<file path="src/group_address_association_lookup_top_defines.svh">
// assertion macros used by the group address lookup datapath
// expects clk and arst_n in the scope where a macro is used
`ifndef GROUP_ADDRESS_ASSOCIATION_LOOKUP_TOP_DEFINES_SVH
`define GROUP_ADDRESS_ASSOCIATION_LOOKUP_TOP_DEFINES_SVH

// same-cycle implication, off during reset
`define GAAL_ASSERT_IMPL(lbl, ante, cons, msg) \
	lbl: assert property (@(posedge clk) disable iff (!arst_n) (ante) |-> (cons)) \
		else $error(msg);

// next-cycle implication, off during reset
`define GAAL_ASSERT_NEXT(lbl, ante, cons, msg) \
	lbl: assert property (@(posedge clk) disable iff (!arst_n) (ante) |=> (cons)) \
		else $error(msg);

`endif

</file>
<file path="src/gaal_pkg.sv">
// shared types and constants for the group address association lookup
// no dependencies
`timescale 1ns / 1ps
`default_nettype none

package gaal_pkg;

	localparam int GAAL_TABLE_ENTRIES = 32;
	localparam int IDX_W      = 6;
	localparam int GA_W       = 16;
	localparam int ASSOC_W    = 2 * IDX_W;
	localparam int CFG_IDX_W  = 1;
	localparam int CFG_DATA_W = 6;
	localparam int FUNC_W     = 3;

	typedef enum logic [FUNC_W-1:0] {
		FN_WR_ADDR     = 3'd0,
		FN_WR_ASSOC    = 3'd1,
		FN_OBJ_BY_ADDR = 3'd2,
		FN_ADDR_BY_OBJ = 3'd3,
		FN_KNOWN       = 3'd4,
		FN_NEXT_ASSOC  = 3'd5
	} func_t;

	typedef enum logic [CFG_IDX_W-1:0] {
		CFG_ADDR_COUNT  = 1'b0,
		CFG_ASSOC_COUNT = 1'b1
	} cfg_reg_t;

	typedef enum logic [1:0] {
		SC_ADDR_GA,
		SC_ASSOC_ADDR,
		SC_ASSOC_OBJ
	} scan_mode_t;

	typedef enum logic [1:0] {
		RD_SCAN,
		RD_ENTRY,
		RD_HADDR
	} rd_sel_t;

	typedef struct packed {
		logic [FUNC_W-1:0] func;
		logic [IDX_W-1:0]  entry_index;
		logic [IDX_W-1:0]  addr_index;
		logic [GA_W-1:0]   group_addr;
		logic [IDX_W-1:0]  object_index;
	} req_t;

	typedef struct packed {
		logic             status;
		logic [IDX_W-1:0] found_object;
		logic [GA_W-1:0]  found_addr;
		logic [IDX_W-1:0] next_entry;
	} rsp_t;

	// controller to datapath
	typedef struct packed {
		logic       load;
		logic       write;
		logic       scan_start;
		scan_mode_t scan_mode;
		logic       scan_from_entry;
		logic       scan_run;
		logic       key_from_hit;
		logic       key_load;
		rd_sel_t    rd_sel;
		logic       faddr_load;
		logic       finish;
	} cmd_t;

	// datapath to controller
	typedef struct packed {
		logic [FUNC_W-1:0] func;
		logic              entry_ok;
		logic              haddr_ok;
		logic              hit;
		logic              scan_end;
		logic              out_free;
	} sts_t;

endpackage

`default_nettype wire

</file>
<file path="src/gaal_if.sv">
// request and response channel interfaces, valid/ready with a packed payload
// depends on gaal_pkg
`timescale 1ns / 1ps
`default_nettype none

interface gaal_req_if import gaal_pkg::*; ();
	logic valid;
	logic ready;
	req_t data;

	modport source (output valid, output data, input ready);
	modport sink (input valid, input data, output ready);
endinterface

interface gaal_rsp_if import gaal_pkg::*; ();
	logic valid;
	logic ready;
	rsp_t data;

	modport source (output valid, output data, input ready);
	modport sink (input valid, input data, output ready);
endinterface

`default_nettype wire

</file>
<file path="src/gaal_ctrl.sv">
// sequencer for the lookup: issues table writes and walks each lookup through its table scans
// depends on gaal_pkg
`timescale 1ns / 1ps
`default_nettype none

module gaal_ctrl import gaal_pkg::*; (
	input  logic clk,
	input  logic arst_n,
	input  logic req_valid,
	output logic req_ready,
	input  sts_t sts,
	output cmd_t cmd
);

	typedef enum logic [3:0] {
		ST_IDLE,
		ST_DISPATCH,
		ST_SCAN_A,
		ST_SCAN_B,
		ST_RD_KEY,
		ST_WAIT_KEY,
		ST_RD_ADDR,
		ST_WAIT_ADDR,
		ST_FINISH
	} state_t;

	state_t state_q;
	state_t state_nx;

	assign req_ready = (state_q == ST_IDLE);

	always_comb begin
		cmd      = '0;
		cmd.scan_mode = SC_ADDR_GA;
		cmd.rd_sel    = RD_SCAN;
		state_nx = state_q;
		case (state_q)
			ST_IDLE: begin
				if (req_valid) begin
					cmd.load = 1'b1;
					state_nx = ST_DISPATCH;
				end
			end
			ST_DISPATCH: begin
				case (sts.func)
					FN_WR_ADDR, FN_WR_ASSOC: begin
						cmd.write = 1'b1;
						state_nx  = ST_FINISH;
					end
					FN_OBJ_BY_ADDR, FN_KNOWN: begin
						cmd.scan_start = 1'b1;
						cmd.scan_mode  = SC_ADDR_GA;
						state_nx       = ST_SCAN_A;
					end
					FN_ADDR_BY_OBJ: begin
						cmd.scan_start = 1'b1;
						cmd.scan_mode  = SC_ASSOC_OBJ;
						state_nx       = ST_SCAN_B;
					end
					FN_NEXT_ASSOC: begin
						state_nx = sts.entry_ok ? ST_RD_KEY : ST_FINISH;
					end
					default: state_nx = ST_FINISH;
				endcase
			end
			ST_SCAN_A: begin
				cmd.scan_run = 1'b1;
				if (sts.hit) begin
					if (sts.func == FN_OBJ_BY_ADDR) begin
						// address index found, now look for its first association
						cmd.scan_start   = 1'b1;
						cmd.scan_mode    = SC_ASSOC_ADDR;
						cmd.key_from_hit = 1'b1;
						state_nx         = ST_SCAN_B;
					end else begin
						state_nx = ST_FINISH;
					end
				end else if (sts.scan_end) begin
					state_nx = ST_FINISH;
				end
			end
			ST_SCAN_B: begin
				cmd.scan_run = 1'b1;
				if (sts.hit) begin
					state_nx = (sts.func == FN_ADDR_BY_OBJ) ? ST_RD_ADDR : ST_FINISH;
				end else if (sts.scan_end) begin
					state_nx = ST_FINISH;
				end
			end
			ST_RD_KEY: begin
				cmd.rd_sel = RD_ENTRY;
				state_nx   = ST_WAIT_KEY;
			end
			ST_WAIT_KEY: begin
				cmd.key_load        = 1'b1;
				cmd.scan_start      = 1'b1;
				cmd.scan_mode       = SC_ASSOC_ADDR;
				cmd.scan_from_entry = 1'b1;
				state_nx            = ST_SCAN_B;
			end
			ST_RD_ADDR: begin
				if (sts.haddr_ok) begin
					cmd.rd_sel = RD_HADDR;
					state_nx   = ST_WAIT_ADDR;
				end else begin
					state_nx = ST_FINISH;
				end
			end
			ST_WAIT_ADDR: begin
				cmd.faddr_load = 1'b1;
				state_nx       = ST_FINISH;
			end
			ST_FINISH: begin
				if (sts.out_free) begin
					cmd.finish = 1'b1;
					state_nx   = ST_IDLE;
				end
			end
			default: state_nx = ST_IDLE;
		endcase
	end

	always_ff @(posedge clk or negedge arst_n) begin
		if (!arst_n) begin
			state_q <= ST_IDLE;
		end else begin
			state_q <= state_nx;
		end
	end

endmodule

`default_nettype wire

</file>
<file path="src/gaal_dpath.sv">
// tables, scan pipeline, count registers and result register of the lookup
// depends on gaal_pkg, gaal_if and the assertion macro header
`timescale 1ns / 1ps
`default_nettype none

`include "group_address_association_lookup_top_defines.svh"

module gaal_dpath import gaal_pkg::*; #(
	parameter int TABLE_ENTRIES = GAAL_TABLE_ENTRIES
) (
	input  logic                  clk,
	input  logic                  arst_n,
	input  logic                  cfg_we,
	input  logic [CFG_IDX_W-1:0]  cfg_index,
	input  logic [CFG_DATA_W-1:0] cfg_wdata,
	input  req_t                  req_data,
	input  cmd_t                  cmd,
	output sts_t                  sts,
	gaal_rsp_if.source            rsp
);

	localparam int AW = (TABLE_ENTRIES > 1) ? $clog2(TABLE_ENTRIES) : 1;
	localparam int CW = (AW > IDX_W) ? AW : IDX_W;

	logic [GA_W-1:0]    addr_mem  [TABLE_ENTRIES];
	logic [ASSOC_W-1:0] assoc_mem [TABLE_ENTRIES];
	logic [TABLE_ENTRIES-1:0] addr_vld_q;
	logic [TABLE_ENTRIES-1:0] assoc_vld_q;

	req_t             item_q;
	logic [IDX_W-1:0] addr_cnt_q;
	logic [IDX_W-1:0] assoc_cnt_q;
	logic [IDX_W-1:0] n_addr;
	logic [IDX_W-1:0] n_assoc;

	scan_mode_t       mode_q;
	logic [IDX_W-1:0] scan_q;
	logic [IDX_W-1:0] key_q;
	logic [IDX_W-1:0] lim;
	logic             scan_more;
	logic             issue;

	logic             pend_s1;
	logic [IDX_W-1:0] idx_s1;
	logic [GA_W-1:0]    addr_rd_s1;
	logic [ASSOC_W-1:0] assoc_rd_s1;
	logic             rd_vld_a_s1;
	logic             rd_vld_b_s1;
	logic [GA_W-1:0]  addr_data;
	logic [IDX_W-1:0] assoc_a;
	logic [IDX_W-1:0] assoc_o;
	logic             match_s1;

	logic             found_q;
	logic [IDX_W-1:0] hit_pos_q;
	logic [IDX_W-1:0] hit_addr_q;
	logic [IDX_W-1:0] hit_obj_q;
	logic [GA_W-1:0]  faddr_q;

	logic             wr_addr_ok;
	logic             wr_assoc_ok;
	logic             we_a;
	logic             we_b;
	logic [IDX_W-1:0] rd_idx;
	logic [CW-1:0]    rd_ext;
	logic [CW-1:0]    wa_ext;
	logic [CW-1:0]    wb_ext;
	logic [AW-1:0]    ra;
	logic [AW-1:0]    wa;
	logic [AW-1:0]    wb;
	logic             out_free;
	rsp_t             res;
	rsp_t             out_q;
	logic             out_valid_q;

	// a count above the table size means the whole table
	assign n_addr  = (32'(addr_cnt_q) > 32'(TABLE_ENTRIES)) ? IDX_W'(TABLE_ENTRIES) : addr_cnt_q;
	assign n_assoc = (32'(assoc_cnt_q) > 32'(TABLE_ENTRIES)) ? IDX_W'(TABLE_ENTRIES) : assoc_cnt_q;

	assign wr_addr_ok = (item_q.addr_index != '0)
		&& (32'(item_q.addr_index) <= 32'(TABLE_ENTRIES))
		&& (item_q.group_addr != '0);
	assign wr_assoc_ok = (item_q.entry_index != '0)
		&& (32'(item_q.entry_index) <= 32'(TABLE_ENTRIES))
		&& (item_q.addr_index != '0) && (item_q.object_index != '0);

	assign we_a = cmd.write && (item_q.func == FN_WR_ADDR) && wr_addr_ok;
	assign we_b = cmd.write && (item_q.func == FN_WR_ASSOC) && wr_assoc_ok;

	// one-based indices to table addresses
	assign wa_ext = CW'(item_q.addr_index - IDX_W'(1));
	assign wb_ext = CW'(item_q.entry_index - IDX_W'(1));
	assign wa     = wa_ext[AW-1:0];
	assign wb     = wb_ext[AW-1:0];

	always_comb begin
		case (cmd.rd_sel)
			RD_ENTRY: rd_idx = item_q.entry_index - IDX_W'(1);
			RD_HADDR: rd_idx = hit_addr_q - IDX_W'(1);
			default:  rd_idx = scan_q;
		endcase
	end
	assign rd_ext = CW'(rd_idx);
	assign ra     = rd_ext[AW-1:0];

	// entries never written read as zero
	assign addr_data = rd_vld_a_s1 ? addr_rd_s1 : '0;
	assign assoc_a   = rd_vld_b_s1 ? assoc_rd_s1[ASSOC_W-1:IDX_W] : '0;
	assign assoc_o   = rd_vld_b_s1 ? assoc_rd_s1[IDX_W-1:0] : '0;

	assign lim       = (mode_q == SC_ADDR_GA) ? n_addr : n_assoc;
	assign scan_more = (scan_q < lim);

	always_comb begin
		case (mode_q)
			SC_ADDR_GA:    match_s1 = pend_s1 && (addr_data == item_q.group_addr);
			SC_ASSOC_ADDR: match_s1 = pend_s1 && (assoc_a == key_q);
			SC_ASSOC_OBJ:  match_s1 = pend_s1 && (assoc_o == item_q.object_index);
			default:       match_s1 = 1'b0;
		endcase
	end

	assign issue = cmd.scan_run && !match_s1 && scan_more;

	// table storage with registered read
	always_ff @(posedge clk) begin
		if (we_a) begin
			addr_mem[wa] <= item_q.group_addr;
		end
		if (we_b) begin
			assoc_mem[wb] <= {item_q.addr_index, item_q.object_index};
		end
		addr_rd_s1  <= addr_mem[ra];
		assoc_rd_s1 <= assoc_mem[ra];
	end

	always_ff @(posedge clk or negedge arst_n) begin
		if (!arst_n) begin
			addr_vld_q  <= '0;
			assoc_vld_q <= '0;
			addr_cnt_q  <= '0;
			assoc_cnt_q <= '0;
			rd_vld_a_s1 <= 1'b0;
			rd_vld_b_s1 <= 1'b0;
			pend_s1     <= 1'b0;
			found_q     <= 1'b0;
			mode_q      <= SC_ADDR_GA;
			out_valid_q <= 1'b0;
		end else begin
			if (cfg_we) begin
				case (cfg_index)
					CFG_ADDR_COUNT:  addr_cnt_q  <= cfg_wdata;
					CFG_ASSOC_COUNT: assoc_cnt_q <= cfg_wdata;
					default: ;
				endcase
			end
			if (we_a) begin
				addr_vld_q[wa] <= 1'b1;
			end
			if (we_b) begin
				assoc_vld_q[wb] <= 1'b1;
			end
			rd_vld_a_s1 <= addr_vld_q[ra];
			rd_vld_b_s1 <= assoc_vld_q[ra];

			if (cmd.scan_start) begin
				mode_q  <= cmd.scan_mode;
				pend_s1 <= 1'b0;
				found_q <= 1'b0;
			end else begin
				pend_s1 <= issue;
				if (cmd.load) begin
					found_q <= 1'b0;
				end else if (cmd.scan_run && match_s1) begin
					found_q <= 1'b1;
				end
			end

			if (cmd.finish) begin
				out_valid_q <= 1'b1;
			end else if (rsp.ready) begin
				out_valid_q <= 1'b0;
			end
		end
	end

	// payload registers
	always_ff @(posedge clk) begin
		if (cmd.load) begin
			item_q  <= req_data;
			faddr_q <= '0;
		end else if (cmd.faddr_load) begin
			faddr_q <= addr_data;
		end
		if (cmd.scan_start) begin
			scan_q <= cmd.scan_from_entry ? item_q.entry_index : '0;
		end else if (issue) begin
			scan_q <= scan_q + IDX_W'(1);
		end
		if (issue) begin
			idx_s1 <= scan_q;
		end
		if (cmd.key_from_hit) begin
			key_q <= idx_s1 + IDX_W'(1);
		end else if (cmd.key_load) begin
			key_q <= assoc_a;
		end
		if (cmd.scan_run && match_s1) begin
			hit_pos_q  <= idx_s1 + IDX_W'(1);
			hit_addr_q <= assoc_a;
			hit_obj_q  <= assoc_o;
		end
		if (cmd.finish) begin
			out_q <= res;
		end
	end

	always_comb begin
		res = '0;
		case (item_q.func)
			FN_WR_ADDR:  res.status = !wr_addr_ok;
			FN_WR_ASSOC: res.status = !wr_assoc_ok;
			FN_OBJ_BY_ADDR: begin
				res.status       = !found_q;
				res.found_object = found_q ? hit_obj_q : '0;
			end
			FN_ADDR_BY_OBJ: begin
				res.status     = (faddr_q == '0);
				res.found_addr = faddr_q;
			end
			FN_KNOWN: res.status = !found_q;
			FN_NEXT_ASSOC: begin
				res.status     = !found_q;
				res.next_entry = found_q ? hit_pos_q : '0;
			end
			default: res.status = 1'b1;
		endcase
	end

	assign out_free = !out_valid_q || rsp.ready;

	assign rsp.valid = out_valid_q;
	assign rsp.data  = out_q;

	assign sts.func     = item_q.func;
	assign sts.entry_ok = (item_q.entry_index != '0) && (item_q.entry_index <= n_assoc);
	assign sts.haddr_ok = (hit_addr_q != '0) && (hit_addr_q <= n_addr);
	assign sts.hit      = match_s1;
	assign sts.scan_end = !pend_s1 && !scan_more;
	assign sts.out_free = out_free;

	`GAAL_ASSERT_IMPL(a_scan_in_range, pend_s1, idx_s1 < lim, "scan read past entries in use")
	`GAAL_ASSERT_IMPL(a_match_after_issue, match_s1, $past(cmd.scan_run), "match without scan")
	`GAAL_ASSERT_IMPL(a_haddr_read_ok, cmd.rd_sel == RD_HADDR, sts.haddr_ok, "bad address read")
	`GAAL_ASSERT_IMPL(a_finish_free, cmd.finish, out_free, "result register overwritten")
	`GAAL_ASSERT_NEXT(a_finish_shows, cmd.finish, out_valid_q, "finished item not presented")

endmodule

`default_nettype wire

</file>
<file path="src/group_address_association_lookup_top.sv">
// top level of the group address association lookup: controller plus datapath
// depends on gaal_pkg, gaal_if, gaal_ctrl and gaal_dpath
//
//   channel  dir  payload                                          handshake
//   req      in   func, entry_index, addr_index, group_addr,       valid/ready
//                 object_index
//   rsp      out  status, found_object, found_addr, next_entry     valid/ready
//   cfg      in   cfg_index, cfg_wdata (addr_count, assoc_count)   cfg_we
//
// writes and rejected or unused operations go from dispatch straight to the finish state;
// a new item is taken only once the controller is back in idle
// lookups run their table scans to a hit or to the end of the entries in use; each table has one
// read port and the scans visit one entry a cycle through a registered read
// the next item is accepted while a result still waits in the output register
// tables clear at reset through per-entry valid bits, no clearing pass
`timescale 1ns / 1ps
`default_nettype none

module group_address_association_lookup_top import gaal_pkg::*; #(
	parameter int TABLE_ENTRIES = GAAL_TABLE_ENTRIES
) (
	input  logic                  clk,
	input  logic                  arst_n,
	input  logic                  cfg_we,
	input  logic [CFG_IDX_W-1:0]  cfg_index,
	input  logic [CFG_DATA_W-1:0] cfg_wdata,
	gaal_req_if.sink              req,
	gaal_rsp_if.source            rsp
);

	cmd_t cmd;
	sts_t sts;

	gaal_ctrl u_ctrl (
		.clk       (clk),
		.arst_n    (arst_n),
		.req_valid (req.valid),
		.req_ready (req.ready),
		.sts       (sts),
		.cmd       (cmd)
	);

	gaal_dpath #(
		.TABLE_ENTRIES (TABLE_ENTRIES)
	) u_dpath (
		.clk       (clk),
		.arst_n    (arst_n),
		.cfg_we    (cfg_we),
		.cfg_index (cfg_index),
		.cfg_wdata (cfg_wdata),
		.req_data  (req.data),
		.cmd       (cmd),
		.sts       (sts),
		.rsp       (rsp)
	);

endmodule

`default_nettype wire

</file>
<file path="src/flat_wrapper.sv">
// flat-port wrapper written by rule: the top's interface ports become plain ports
module group_address_association_lookup_top_flat import gaal_pkg::*;
#(
	parameter int TABLE_ENTRIES = GAAL_TABLE_ENTRIES
)
  (clk, arst_n, cfg_we, cfg_index, cfg_wdata, req_valid, req_data, req_ready, rsp_valid, rsp_data, rsp_ready);
  gaal_req_if req_i ();
  gaal_rsp_if rsp_i ();
  input  logic clk;
  input  logic arst_n;
  input  logic cfg_we;
  input  logic [CFG_IDX_W-1:0] cfg_index;
  input  logic [CFG_DATA_W-1:0] cfg_wdata;
  input wire logic [$bits(req_i.valid)-1:0] req_valid;
  input wire logic [$bits(req_i.data)-1:0] req_data;
  output wire logic [$bits(req_i.ready)-1:0] req_ready;
  output wire logic [$bits(rsp_i.valid)-1:0] rsp_valid;
  output wire logic [$bits(rsp_i.data)-1:0] rsp_data;
  input wire logic [$bits(rsp_i.ready)-1:0] rsp_ready;
  assign req_i.valid = req_valid;
  assign req_i.data = req_data;
  assign req_ready = req_i.ready;
  assign rsp_valid = rsp_i.valid;
  assign rsp_data = rsp_i.data;
  assign rsp_i.ready = rsp_ready;
  group_address_association_lookup_top #(.TABLE_ENTRIES(TABLE_ENTRIES)) u_core (.clk(clk), .arst_n(arst_n), .cfg_we(cfg_we), .cfg_index(cfg_index), .cfg_wdata(cfg_wdata), .req(req_i), .rsp(rsp_i));
endmodule
</file>
<file path="config.mk">
export PLATFORM = sky130hd
export DESIGN_NAME = group_address_association_lookup_top_flat
export DESIGN_NICKNAME = d
export VERILOG_FILES = /design/src/gaal_pkg.sv /design/src/gaal_if.sv /design/src/gaal_ctrl.sv /design/src/gaal_dpath.sv /design/src/group_address_association_lookup_top.sv /design/src/flat_wrapper.sv
export VERILOG_INCLUDE_DIRS = /design/src /design/src/src
export SDC_FILE = /design/constraint.sdc
export NUM_CORES = 2
export LEC_CHECK = 0
export ABC_AREA = 0
export BUFFER_PORTS_ARGS = -buffer_cell sky130_fd_sc_hd__buf_2
export CAP_MARGIN = 25
export CORE_MARGIN = 1
export CORE_UTILIZATION = 50
export CTS_CLUSTER_DIAMETER = 60
export DETAILED_ROUTE_END_ITERATION = 8
export GPL_ROUTABILITY_DRIVEN = 0
export PLACE_DENSITY_LB_ADDON = 0.12
export SLEW_MARGIN = 40
export SYNTH_ARGS = -nofsm -noshare
export SYNTH_HDL_FRONTEND = slang
export SYNTH_SLANG_ARGS = --single-unit
</file>
<file path="constraint.sdc">
create_clock -name clk -period 4.5 [get_ports clk]
set_input_delay 0 -clock clk [delete_from_list [all_inputs] [get_ports clk]]
set_output_delay 0 -clock clk [all_outputs]
set_load 0.01 [all_outputs]
</file>
==> metrics.log <==
INFO  metric outcome = finished clean
INFO  metric utilization = 61.9%
INFO  metric die_y = 302 um
INFO  metric drv_cap = 0
INFO  metric io_pins = 80
INFO  metric grt_start_max_net_pins = 51
INFO  metric cts_tree = built
INFO  metric n_fill_cell = 6473
INFO  metric initial_core_util = 50.7%
INFO  metric yosys_most_used_dff = edfxtp_1
INFO  metric cts.path.max_buffers = 3
INFO  metric syn-cell-area = 45100 um^2
INFO  metric dr.first_iter.drc_count = 2371
INFO  metric placement_row_count = 109
INFO  metric p_leak = 19.7 nW
INFO  metric die_w = 302 um
INFO  metric slew_headroom = 51.3%
INFO  metric viasPerCell = 5.94
INFO  metric finalMaxSlewViolations = 0
INFO  metric power.ir.vdd_worst = 437 uV
INFO  metric finalWorstPathRequiredPeriod = 4.41 ns
INFO  metric clkLatencyLatePin = 0.71 ns
INFO  metric worstHoldPathType = input port to register
INFO  metric groute.usage.overall = 26.8%
INFO  metric yosys.cell_types.count = 82
INFO  metric insertedDiodeCount = 0
INFO  metric critPathMaxFanout = 6
INFO  metric cts_inserted_buffers = 117
INFO  metric cts-htree-levels = 3
INFO  metric synth_enable_flop_cells = 998
INFO  metric hpwl = 76500 um
INFO  metric finish.instance_area = 55000 um^2
INFO  metric synth.top_cells.by_area = edfxtp_1, mux4_2, dfrtp_1
INFO  metric die_area = 91400 um^2
INFO  metric synthesis.instances = 2625
INFO  metric routedWlPerCell = 27.4 um
INFO  metric post-route-drc-count = 0
INFO  metric finalNetCount = 3200
INFO  metric postSynthNetCount = 2705
INFO  metric worstPathRequired = 5.09 ns
INFO  metric path_class = register to register
INFO  metric wire_length_of_the_first_global_routing_pass = 176000 um
INFO  metric tightestPinTransition = 0.730 ns
INFO  metric total_of_warnings_raised_by_yosys = 0
INFO  metric max_freq = 0.227 GHz
INFO  metric antenna_found_initial = 1
INFO  metric antenna_left = 0
INFO  metric clock-skew-final = 0.0275 ns
INFO  metric areal_power_density_over_the_cells = 591 nW/um^2
INFO  metric flow.area_growth_from_synthesis = 22.0%
INFO  metric num_vias = 26100
INFO  metric worst_setup_path_end_kind = register
INFO  metric holdWs = 0.0261 ns
INFO  metric io_buffers = 79
INFO  metric ys_seq_elements = 1129
INFO  metric final-setup-viol-count = 0
INFO  metric setup.worst_path.start_class = register
INFO  metric cts.sinks = 1129
INFO  metric synth_area_per_cell = 17.2 um^2
INFO  metric crit_arrival = 4.99 ns
INFO  metric drt_pre_antenna_iters = 6
INFO  metric synthDominantAreaCellType = edfxtp_1
INFO  metric root_buffer = clkbuf_16
INFO  metric grt_overflow = 0
INFO  metric wl = 120000 um
INFO  metric fin_crit_sh = 97.9%
INFO  metric via_count_of_the_first_global_routing_pass = 26400
INFO  metric dp_worst_setup_slack = -0.476 ns
INFO  metric synth-seq-area-share = 73.2%
INFO  metric hold_viol_final = 0
INFO  metric async_flop_share = 7.71%
INFO  metric synth_top_cell_area_share = 66.5%
INFO  metric cts.clk_slew.worst_paths = 0.06 ns
INFO  metric fraction_of_layout_instances_using_a_drive_strength_above_1 = 30.2%
INFO  metric placeableCoreArea = 88900 um^2
INFO  metric setup_ws = 0.0940 ns
INFO  metric dpl_cell_area = 49400 um^2
==> synthesized netlist by cell type, types with 5 or more instances <==
library cell	number
a21o_1	7
a21oi_1	83
a221o_1	27
a221oi_1	29
a22o_1	6
a31o_2	6
a31oi_1	9
a32o_1	8
and2_1	21
and3_1	34
buf_1	20
buf_2	50
buf_4	9
clkbuf_1	58
dfrtp_1	87
dfxtp_1	44
edfxtp_1	998
ha_1	31
inv_1	35
mux2_2	22
mux2i_1	86
mux4_2	184
nand2_1	241
nand2b_1	13
nand3_1	88
nand3b_1	6
nor2_1	84
nor2b_1	20
nor3_1	41
nor3b_1	5
nor4_1	9
o211ai_1	31
o21ai_0	62
o21ai_1	7
o22ai_1	9
or2_2	66
xnor2_1	17
xor2_1	8
==> power by group <==
part	total [mW]	switching (mW)	internal, mW	leakage (nW)
combinational	9.78	5.27	4.51	7.21
sequential	12.9	0.625	12.3	10.5
clock	9.80	4.02	5.78	1.91
==> sequential cells by signal, indices dropped and copies added (netlist names), 12 cells and up <==
name,count
u_core.u_dpath.item_q,34
u_core.u_dpath.assoc_rd_s1,12
u_core.u_dpath.assoc_vld_q,32
u_core.u_dpath.addr_mem,512
u_core.u_dpath.faddr_q,16
u_core.u_dpath.rsp.data,29
u_core.u_dpath.addr_vld_q,32
u_core.u_dpath.assoc_mem,384
u_core.u_dpath.addr_rd_s1,16
==> kinds of logic (layout without fill, tap and decap cells) <==
group                      Yosys count  count (layout)  share of synthesized area [%]
DFF                               1129            1129                           73.2
and+or+nand+nor                    657             657                           7.21
AOI/OAI and AO/OA                  315             315                           4.82
muxes                              293             293                           11.7
buffers and inverters              174             772                           1.68
adders and majority gates           31              31                          0.860
xor gates and xnor gates            26              26                          0.522
==> cell usage in the layout (no fill, tap or decap), types with 40 or more instances in the layout <==
cell type / n
nor2_1: 76
or2_2: 66
nand3_1: 88
edfxtp_1: 998
nand2_1: 238
clkbuf_16: 118
mux4_2: 184
buf_4: 294
dfrtp_1: 86
dlygate4sd3_1: 78
buf_12: 40
dfxtp_1: 44
mux2i_1: 76
o21ai_0: 49
a21oi_1: 71
buf_2: 78
==> routing by layer <==
metal  vias up  global-route usage, %  part of all wire (%)  wire length [um]
li1      11400                      -                     -                 -
met1     13500                   35.6                    40             48300
met2       980                   45.3                    50             60800
met3       197                   3.40                   5.9              7110
met4         0                   9.76                   3.5              4270
met5         -                      0                     0                 0
==> cell type report <==
cell class / count / area (um^2) / area share, %
Sequential cell: 1129 / 33000 / 60.0
Multi-Input combinational cell: 1322 / 11800 / 21.4
Timing Repair Buffer: 514 / 4680 / 8.50
Tap cell: 1165 / 1460 / 2.65
Clock inverter: 59 / 737 / 1.34
Inverter: 36 / 135 / 0.246
Clock buffer: 163 / 3190 / 5.80
==> worst paths after layout <==
| kind | from | to | slack, ns | cells past startpoint |
|---|---|---|---|---|
| min reg2reg | u_core.u_dpath.assoc_vld_q[3] | u_core.u_dpath.assoc_vld_q[3] | 0.46 | 1 |
| max in group asynchronous | arst_n | u_core.u_dpath.addr_vld_q[6] | 3.50 | 4 |
| max reg2reg | u_core.u_dpath.addr_cnt_q[5] | u_core.u_dpath.addr_rd_s1[12] | 0.09 | 20 |
| max | u_core.u_dpath.addr_cnt_q[5] | u_core.u_dpath.addr_rd_s1[12] | 0.09 | 20 |
| min | req_data[0] | u_core.u_dpath.item_q[0] | 0.03 | 2 |
| min in group asynchronous | arst_n | u_core.u_dpath.addr_cnt_q[0] | 0.48 | 4 |
==> timing repair <==
| item | CTS | global route |
|---|---|---|
| hold endpoints to repair | 168 | 0 |
| gates cloned | 6 | 0 |
| hold buffers | 79 | 0 |
| pin swaps | 17 | 12 |
| setup buffers | 21 | 3 |
| endpoints found under the setup margin | 30 | 30 |
| resized for setup | 82 | 22 |
==> stage by stage <==
stage | power [mW] | TNS, ns | instances
after floorplan | 17.8 | 0 | 2625
after global placement | 22.0 | -9.01 | 4060
after detailed placement | 22.1 | -5.30 | 4060
after CTS | 32.7 | 0 | 4387
after global routing | 33.6 | -1.10 | 4388
final | 32.5 | 0 | 4388
==> worst max-delay path, cell delays in order, from the launching register on <==
cell       delay [ns]
dfrtp_1          0.39
buf_4            0.15
nor2b_2          0.11
ha_2             0.21
nor2b_4          0.05
o21ai_2          0.11
a21oi_2          0.07
a2111oi_2        0.28
buf_4            0.18
o2111ai_4        0.16
ha_4             0.23
nor2b_4          0.13
o31ai_4          0.25
buf_6            0.15
buf_16           0.16
buf_16           0.16
buf_4            0.19
mux4_2           0.58
a21oi_4          0.22
o21ai_1          0.16
a221o_1          0.31
No activity file was read; power rests on OpenSTA's default activity.
